===== src/sv/sclm_pkg.sv =====
`default_nettype none
package sclm_pkg;

   localparam int LINE_CAPACITY = 128;
   localparam int HELD_W        = $clog2(LINE_CAPACITY);
   localparam int WORD_COUNT    = 19;
   localparam int MAX_WORD_LEN  = 7;
   localparam int TEXT_W        = $clog2(MAX_WORD_LEN + 2);
   localparam int INDEX_W       = 5;
   localparam int LEN_OUT_W     = 7;

   localparam logic [7:0] CHAR_LF  = 8'd10;
   localparam logic [7:0] CHAR_CR  = 8'd13;
   localparam logic [7:0] CHAR_NUL = 8'd0;

   localparam logic [WORD_COUNT-1:0] ALL_ALIVE = '1;

   // words are right aligned: char p of a word of length L is at [8*(L-1-p) +: 8]
   localparam logic [WORD_COUNT-1:0][8*MAX_WORD_LEN-1:0] WORD_TEXT = {
      56'("auto,"), 56'("wft,"), 56'("mode,"), 56'("spad,"), 56'("ft,"),
      56'("rr,"), 56'("rb,"), 56'("wi,"), 56'("ri,"), 56'("test"),
      56'("heatmap"), 56'("ram"), 56'("p"), 56'("v"), 56'("clear"),
      56'("e"), 56'("d"), 56'("t"), 56'("s")
   };

   localparam logic [WORD_COUNT-1:0][2:0] WORD_LEN = {
      3'd5, 3'd4, 3'd5, 3'd5, 3'd3, 3'd3, 3'd3, 3'd3, 3'd3, 3'd4,
      3'd7, 3'd3, 3'd1, 3'd1, 3'd5, 3'd1, 3'd1, 3'd1, 3'd1
   };

   // prefix words are indexes 10 to 18
   localparam logic [WORD_COUNT-1:0] WORD_PREFIX = 19'h7FC00;

   typedef struct packed {
      logic               recognised;
      logic [INDEX_W-1:0] index;
   } match_type;

endpackage
`default_nettype wire


===== src/sv/sclm_match.sv =====
`default_nettype none
module sclm_match
   import sclm_pkg::*;
(
   input  wire logic [WORD_COUNT-1:0] alive,
   input  wire logic [TEXT_W-1:0]     text_len,
   input  wire logic [7:0]            rx_byte,
   output logic [WORD_COUNT-1:0]      alive_upd,
   output match_type                  pick
);

   logic [WORD_COUNT-1:0] ok;

   // candidate update for one text byte
   always_comb begin
      alive_upd = alive;
      for (int i = 0; i < WORD_COUNT; i++) begin
         for (int p = 0; p < int'(WORD_LEN[i]); p++) begin
            if (text_len == TEXT_W'(p) &&
                rx_byte != WORD_TEXT[i][8*(int'(WORD_LEN[i])-1-p) +: 8]) begin
               alive_upd[i] = 1'b0;
            end
         end
      end
   end

   // first surviving entry whose length condition holds
   always_comb begin
      for (int i = 0; i < WORD_COUNT; i++) begin
         if (WORD_PREFIX[i]) begin
            ok[i] = alive[i] && (text_len >= TEXT_W'(WORD_LEN[i]));
         end else begin
            ok[i] = alive[i] && (text_len == TEXT_W'(WORD_LEN[i]));
         end
      end
      pick = '0;
      for (int i = WORD_COUNT - 1; i >= 0; i--) begin
         if (ok[i]) begin
            pick.recognised = 1'b1;
            pick.index      = INDEX_W'(i);
         end
      end
   end

endmodule
`default_nettype wire


===== src/sv/serial_command_line_matcher.sv =====
// Order: an accepted byte is registered, then processed when the stage advances;
//   a line result is then held in the result register and valid on rsp_.
// Throughput: one byte per cycle; the stage advances whenever the result
//   register is empty or being taken, so rsp_ready low stalls req_ready.
// Reset: synchronous active high; clears valids and the line state.
`default_nettype none
module serial_command_line_matcher
   import sclm_pkg::*;
(
   input  wire logic                 clock,
   input  wire logic                 reset,
   input  wire logic                 req_valid,
   output logic                      req_ready,
   input  wire logic [7:0]           req_rx_byte,
   output logic                      rsp_valid,
   input  wire logic                 rsp_ready,
   output logic [INDEX_W-1:0]        rsp_command_index,
   output logic                      rsp_recognised,
   output logic [LEN_OUT_W-1:0]      rsp_line_length
);

   logic                  s1_valid_ff, s1_valid_in;
   logic [7:0]            s1_byte_ff;
   logic [HELD_W-1:0]     held_ff, held_in;
   logic [TEXT_W-1:0]     text_len_ff, text_len_in;
   logic                  zero_seen_ff, zero_seen_in;
   logic [WORD_COUNT-1:0] alive_ff, alive_in;
   logic                  out_valid_ff, out_valid_in;
   match_type             out_pick_ff;
   logic [LEN_OUT_W-1:0]  out_len_ff;

   logic                  advance, process, is_term, emit;
   logic [WORD_COUNT-1:0] alive_upd;
   match_type             pick;
   logic [HELD_W+LEN_OUT_W-1:0] held_wide;

   sclm_match u_match (
      .alive     (alive_ff),
      .text_len  (text_len_ff),
      .rx_byte   (s1_byte_ff),
      .alive_upd (alive_upd),
      .pick      (pick)
   );

   assign advance   = !out_valid_ff || rsp_ready;
   assign req_ready = !s1_valid_ff || advance;
   assign process   = s1_valid_ff && advance;
   assign is_term   = (s1_byte_ff == CHAR_LF) || (s1_byte_ff == CHAR_CR);
   assign emit      = process && is_term && (held_ff != '0);
   assign held_wide = {{LEN_OUT_W{1'b0}}, held_ff};

   always_comb begin
      s1_valid_in  = req_ready ? req_valid : s1_valid_ff;
      out_valid_in = emit || (out_valid_ff && !rsp_ready);
      held_in      = held_ff;
      text_len_in  = text_len_ff;
      zero_seen_in = zero_seen_ff;
      alive_in     = alive_ff;
      if (process) begin
         if (is_term || held_ff == HELD_W'(LINE_CAPACITY - 1)) begin
            held_in      = '0;
            text_len_in  = '0;
            zero_seen_in = 1'b0;
            alive_in     = ALL_ALIVE;
         end else begin
            held_in = held_ff + 1'b1;
            if (!zero_seen_ff) begin
               if (s1_byte_ff == CHAR_NUL) begin
                  zero_seen_in = 1'b1;
               end else begin
                  alive_in = alive_upd;
                  if (text_len_ff != TEXT_W'(MAX_WORD_LEN + 1)) begin
                     text_len_in = text_len_ff + 1'b1;
                  end
               end
            end
         end
      end
   end

   always_ff @(posedge clock) begin
      if (reset) begin
         s1_valid_ff  <= 1'b0;
         out_valid_ff <= 1'b0;
         held_ff      <= '0;
         text_len_ff  <= '0;
         zero_seen_ff <= 1'b0;
         alive_ff     <= ALL_ALIVE;
      end else begin
         s1_valid_ff  <= s1_valid_in;
         out_valid_ff <= out_valid_in;
         held_ff      <= held_in;
         text_len_ff  <= text_len_in;
         zero_seen_ff <= zero_seen_in;
         alive_ff     <= alive_in;
      end
   end

   always_ff @(posedge clock) begin
      if (req_ready) begin
         s1_byte_ff <= req_rx_byte;
      end
      if (emit) begin
         out_pick_ff <= pick;
         out_len_ff  <= held_wide[LEN_OUT_W-1:0];
      end
   end

   assign rsp_valid         = out_valid_ff;
   assign rsp_command_index = out_pick_ff.index;
   assign rsp_recognised    = out_pick_ff.recognised;
   assign rsp_line_length   = out_len_ff;

   a_held_bound: assert property (@(posedge clock) disable iff (reset)
      held_ff <= HELD_W'(LINE_CAPACITY - 1))
      else $error("line count beyond capacity");

   a_text_le_held: assert property (@(posedge clock) disable iff (reset)
      {{HELD_W{1'b0}}, text_len_ff} <= {{TEXT_W{1'b0}}, held_ff})
      else $error("text length exceeds held count");

   a_index_zero: assert property (@(posedge clock) disable iff (reset)
      (out_valid_ff && !out_pick_ff.recognised) |-> (out_pick_ff.index == '0))
      else $error("index nonzero on unknown command");

   a_len_nonzero: assert property (@(posedge clock) disable iff (reset)
      $rose(out_valid_ff) |-> (out_len_ff != '0 || LINE_CAPACITY > 128))
      else $error("result for empty line");

   a_clear_after_term: assert property (@(posedge clock) disable iff (reset)
      (process && is_term) |=> (held_ff == '0 && alive_ff == ALL_ALIVE))
      else $error("line state not cleared after terminator");

endmodule
`default_nettype wire

===== config.mk =====
export PLATFORM = sky130hd
export DESIGN_NAME = serial_command_line_matcher
export DESIGN_NICKNAME = d
export VERILOG_FILES = /design/src/sv/sclm_pkg.sv /design/src/sv/sclm_match.sv /design/src/sv/serial_command_line_matcher.sv
export SDC_FILE = /design/constraint.sdc
export NUM_CORES = 1
export LEC_CHECK = 0
export BUFFER_PORTS_ARGS = -buffer_cell sky130_fd_sc_hd__buf_4
export CAP_MARGIN = 20
export CORE_MARGIN = 4
export CORE_UTILIZATION = 59
export CTS_CLUSTER_SIZE = 20
export DETAILED_ROUTE_END_ITERATION = 7
export PLACE_DENSITY = 0.79
export SYNTH_ARGS = -nofsm -noshare
export SYNTH_HDL_FRONTEND = slang
export SYNTH_SLANG_ARGS = --single-unit

===== constraint.sdc =====
create_clock -name clock -period 2.8 [get_ports clock]
set_clock_uncertainty 0.1 [all_clocks]
set_input_delay 0 -clock clock [delete_from_list [all_inputs] [get_ports clock]]
set_output_delay 0 -clock clock [all_outputs]
set_load 0.01 [all_outputs]

==> results summary <==
The flow ran to the end, and the final reports show no timing, DRC or antenna violations. The final setup TNS is 0 ns. TritonCTS built the clock tree.

The number of antenna diodes in the final layout is 0. Fill cells in the final layout number approximately 390. After clock tree synthesis, the clock-pin slew on the worst setup and hold paths is between 0.1 and 0.15 ns. The width of the die is between 80 and 90 um. The chip height came out at 80.4 um. The proportion of synthesized flip-flops having asynchronous set or reset is 0%.

The standby leakage power is about 1.4 nW. The worst pin sits at a relative slew slack of between 50% and 60%. The number of buffers inserted during clock tree synthesis is 5. The number of enable flip-flop cells after synthesis is 21. For this run, the total global-route usage over all layers was measured as between 20% and 30%. Setup violations remaining at the end of the flow were counted as 0. Entering global routing, the biggest net connects 20 pins. The max-cap check violation count is 0. The ratio of total power to cell area came out at 445 nW/um2. The wire length reported by the detailed router is 7990 um.

Setup repair after global routing left no endpoint under its margin. CTS built an H-tree with a depth of 2. The sum of net half-perimeters after detailed placement is 5700 um. Row generation in the floorplan step produced 26 rows. The number of routed nets with antenna violations came out at 0. The initial core utilization is about three fifths. The clock insertion delay at the later pin of the skew report is between 0.3 and 0.4 ns. The largest driver fanout on the critical path came out at 7.

The number of nets in the finished design is between 400 and 500. For the pin with the worst max-slew slack, the measured transition is roughly 0.74 ns. The Yosys step of the flow raised 0 warnings.

The DRC violation total after the first TritonRoute iteration is between 300 and 400. The critical path start-end classification is reg -> reg. The initial antenna violation count came out at 0. The area added between synthesis and finish came out at 14.2%. For this run, design rule violations remaining after detail routing come to 0.

The element type at the critical path end is a flop. The met1 track utilization from global routing is 31.9%. The number of max-slew violations in the final report came out at 0. The maximum clock frequency came out at around 400 MHz. The post-route fraction of the period consumed by the critical path came out at 89.8%.

The fraction of final layout cells with drive strength greater than 1 is between 10% and 20%. Data on the critical path arrives at its endpoint at between 2 and 3 ns. The proportion of synthesized chip area in sequential cells came out at a little over two fifths. The area enclosed by the die boundary is 6460 um2. The worst hold path belongs to the class in -> reg. After layout, the design draws a total of about 1.6 mW. The total grt overflow is 0.

The number of instances in the synthesized netlist came out at roughly 350. In this run the count of I/O pins placed on the die edge is 27. In this run the standard cell core region covers around 5100 um2. The cell chosen for the clock root is sky130_fd_sc_hd__clkbuf_8. The first global-routing pass estimated ~13000 um of wire. STA classifies the critical path startpoint as a flop.

The maximum vdd drop came out at roughly 310 uV. The clock period minus worst slack is between 2 and 3 ns. For this run, the leading register cell type out of synthesis is sky130_fd_sc_hd__dfxtp_1. In this run, post-CTS repair resized a total of 0 instances.

The average cell area after synthesis is a little under 9 um2. The number of port buffers came out at 26. The global-route met3 utilization is about 5.7%. The required time at the worst-slack endpoint came out at between 2 and 3 ns. The count of TritonRoute iterations in the first routing pass is 6. The total of flip-flops plus latches after synthesis came out at 54. The global routing stage identified its most utilized layer as met2. The distinct cell type count of the synthesized netlist came out at 67.

The maximum number of buffers from clock root to sink is 2. The hold violation count in the final report is 0. The area of the mapped netlist came out at about 3100 um2. Global routing consumed, on the met2 layer, between 40% and 50% of the routing resources.

The via count of the first global-routing pass came out at 2700. The synthesized netlist net count is 370. The number of hold-repair buffers added at the cts stage is 11.

The routed layout has approximately 2900 vias. Routability-driven placement finished with a final weighted congestion of just over 1. The routed via count divided by cell count came out at between 6 and 7. The clock net in this run drives a total of 54 sinks. Buffers added to address setup during post-CTS repair amount to 0.

The per-cell routed wire length came out at about 17 um.
per-stage QoR:
step | hold slack, ns | std cells | util (%) | instance area, um2 | setup WS (ns)
floorplan | -0.0309 | 351 | - | 3090 | 0.560
global placement | 0.0784 | 438 | 65.1 | 3330 | 0.460
detailed placement | 0.0795 | 438 | 65.1 | 3330 | 0.352
CTS | 0.301 | 457 | 69.1 | 3530 | 0.342
global route | 0.296 | 457 | 69.1 | 3530 | 0.180
finish | 0.300 | 457 | 69.1 | 3530 | 0.284
synth_stat cells, types with 4 or more instances:
cell	number	area, um2
sky130_fd_sc_hd__dfxtp_1	33	661
sky130_fd_sc_hd__o21ai_0	31	155
sky130_fd_sc_hd__a22oi_1	7	52.6
sky130_fd_sc_hd__nand4_1	10	62.6
sky130_fd_sc_hd__nor2_1	40	150
sky130_fd_sc_hd__o22ai_1	5	31.3
sky130_fd_sc_hd__nand3_1	8	40.0
sky130_fd_sc_hd__edfxtp_1	21	631
sky130_fd_sc_hd__a211oi_1	5	37.5
sky130_fd_sc_hd__clkbuf_8	4	55.1
sky130_fd_sc_hd__a31oi_1	4	25.0
sky130_fd_sc_hd__inv_1	17	63.8
sky130_fd_sc_hd__clkbuf_1	12	45.0
sky130_fd_sc_hd__xor2_1	4	35.0
sky130_fd_sc_hd__or3b_2	4	35.0
sky130_fd_sc_hd__nor3_1	11	55.1
sky130_fd_sc_hd__nor2b_1	5	31.3
sky130_fd_sc_hd__a21oi_1	24	120
sky130_fd_sc_hd__ha_1	7	87.6
sky130_fd_sc_hd__nand2_1	32	120
per-layer routing:
layer  up-vias  wire [um]
li1       1374          -
met1      1355       3210
met2       172       3870
met3        36        663
met4         0        255
met5         -          0
power breakdown:
part | switching, mW | total, mW | internal, mW
sequential | 0.0447 | 0.892 | 0.847
combinational | 0.115 | 0.213 | 0.0982
clock | 0.281 | 0.468 | 0.186
total | 0.441 | 1.57 | 1.13
placed cells by master (no fill, tap or decap), types with 4 or more instances in the layout:
cell,synthesis,routed
sky130_fd_sc_hd__nor2_1,40,40
sky130_fd_sc_hd__buf_4,0,35
sky130_fd_sc_hd__dfxtp_1,33,33
sky130_fd_sc_hd__nand2_1,32,32
sky130_fd_sc_hd__o21ai_0,31,31
sky130_fd_sc_hd__a21oi_1,24,24
sky130_fd_sc_hd__edfxtp_1,21,21
sky130_fd_sc_hd__inv_1,17,17
sky130_fd_sc_hd__nor3_1,11,11
sky130_fd_sc_hd__dlygate4sd3_1,0,11
sky130_fd_sc_hd__nand4_1,10,10
sky130_fd_sc_hd__nand3_1,8,8
sky130_fd_sc_hd__a22oi_1,7,7
sky130_fd_sc_hd__ha_1,7,7
sky130_fd_sc_hd__a211oi_1,5,5
sky130_fd_sc_hd__nor2b_1,5,5
sky130_fd_sc_hd__o22ai_1,5,5
sky130_fd_sc_hd__clkbuf_8,4,5
sky130_fd_sc_hd__or3b_2,4,4
sky130_fd_sc_hd__a31oi_1,4,4
sky130_fd_sc_hd__xor2_1,4,4
worst paths after layout:
kind | start | cells after the start | to | slack (ns)
setup / recovery | text_len_ff[0]$_SDFFE_PP0P_ | 5 | rsp_recognised$_SDFFCE_PP1P_ | 0.28
hold / removal | req_rx_byte[5] | 2 | s1_byte_ff[5]$_DFFE_PP_ | 0.30
setup reg to reg | text_len_ff[0]$_SDFFE_PP0P_ | 5 | rsp_recognised$_SDFFCE_PP1P_ | 0.28
hold reg to reg | alive_ff[9]$_SDFFE_PP1P_ | 1 | alive_ff[9]$_SDFFE_PP1P_ | 0.37
cells by family after synthesis:
| logic type | synth area share (%) |
|---|---|
| and+or+nand+nor | 25.5 |
| AOI/OAI and AO/OA | 21.7 |
| DFF | 41.8 |
| buffers and inverters | 5.83 |
| adders and majority gates | 2.83 |
| xor gates and xnor gates | 1.42 |
| muxes | 0.971 |
critical path, cell delays in order, from the launching register on:
cell,delay (ns)
sky130_fd_sc_hd__dfxtp_1,0.39
sky130_fd_sc_hd__ha_1,0.32
sky130_fd_sc_hd__nor3_1,0.52
sky130_fd_sc_hd__a21oi_1,0.12
sky130_fd_sc_hd__or4_1,0.54
sky130_fd_sc_hd__or2_2,0.28
state kept, by name, summed over array words and instances, names as in the netlist:
register	flops
rsp_valid	1
rsp_command_index	5
rsp_recognised	1
held_ff	7
zero_seen_ff	1
s1_valid_ff	1
rsp_line_length	7
text_len_ff	4
s1_byte_ff	8
alive_ff	19
final cells by class:
cell class / instances / area [um2] / area share, %
sequential: 54 / 1290 / 36.6
tap: 70 / 87.6 / 2.48
clock inverter: 3 / 26.3 / 0.744
multi-input combinational: 262 / 1620 / 45.9
clock buffer: 5 / 68.8 / 1.95
timing repair buffer: 46 / 373 / 10.6
inverter: 17 / 63.8 / 1.81
Power figures use the tool's default switching activity.
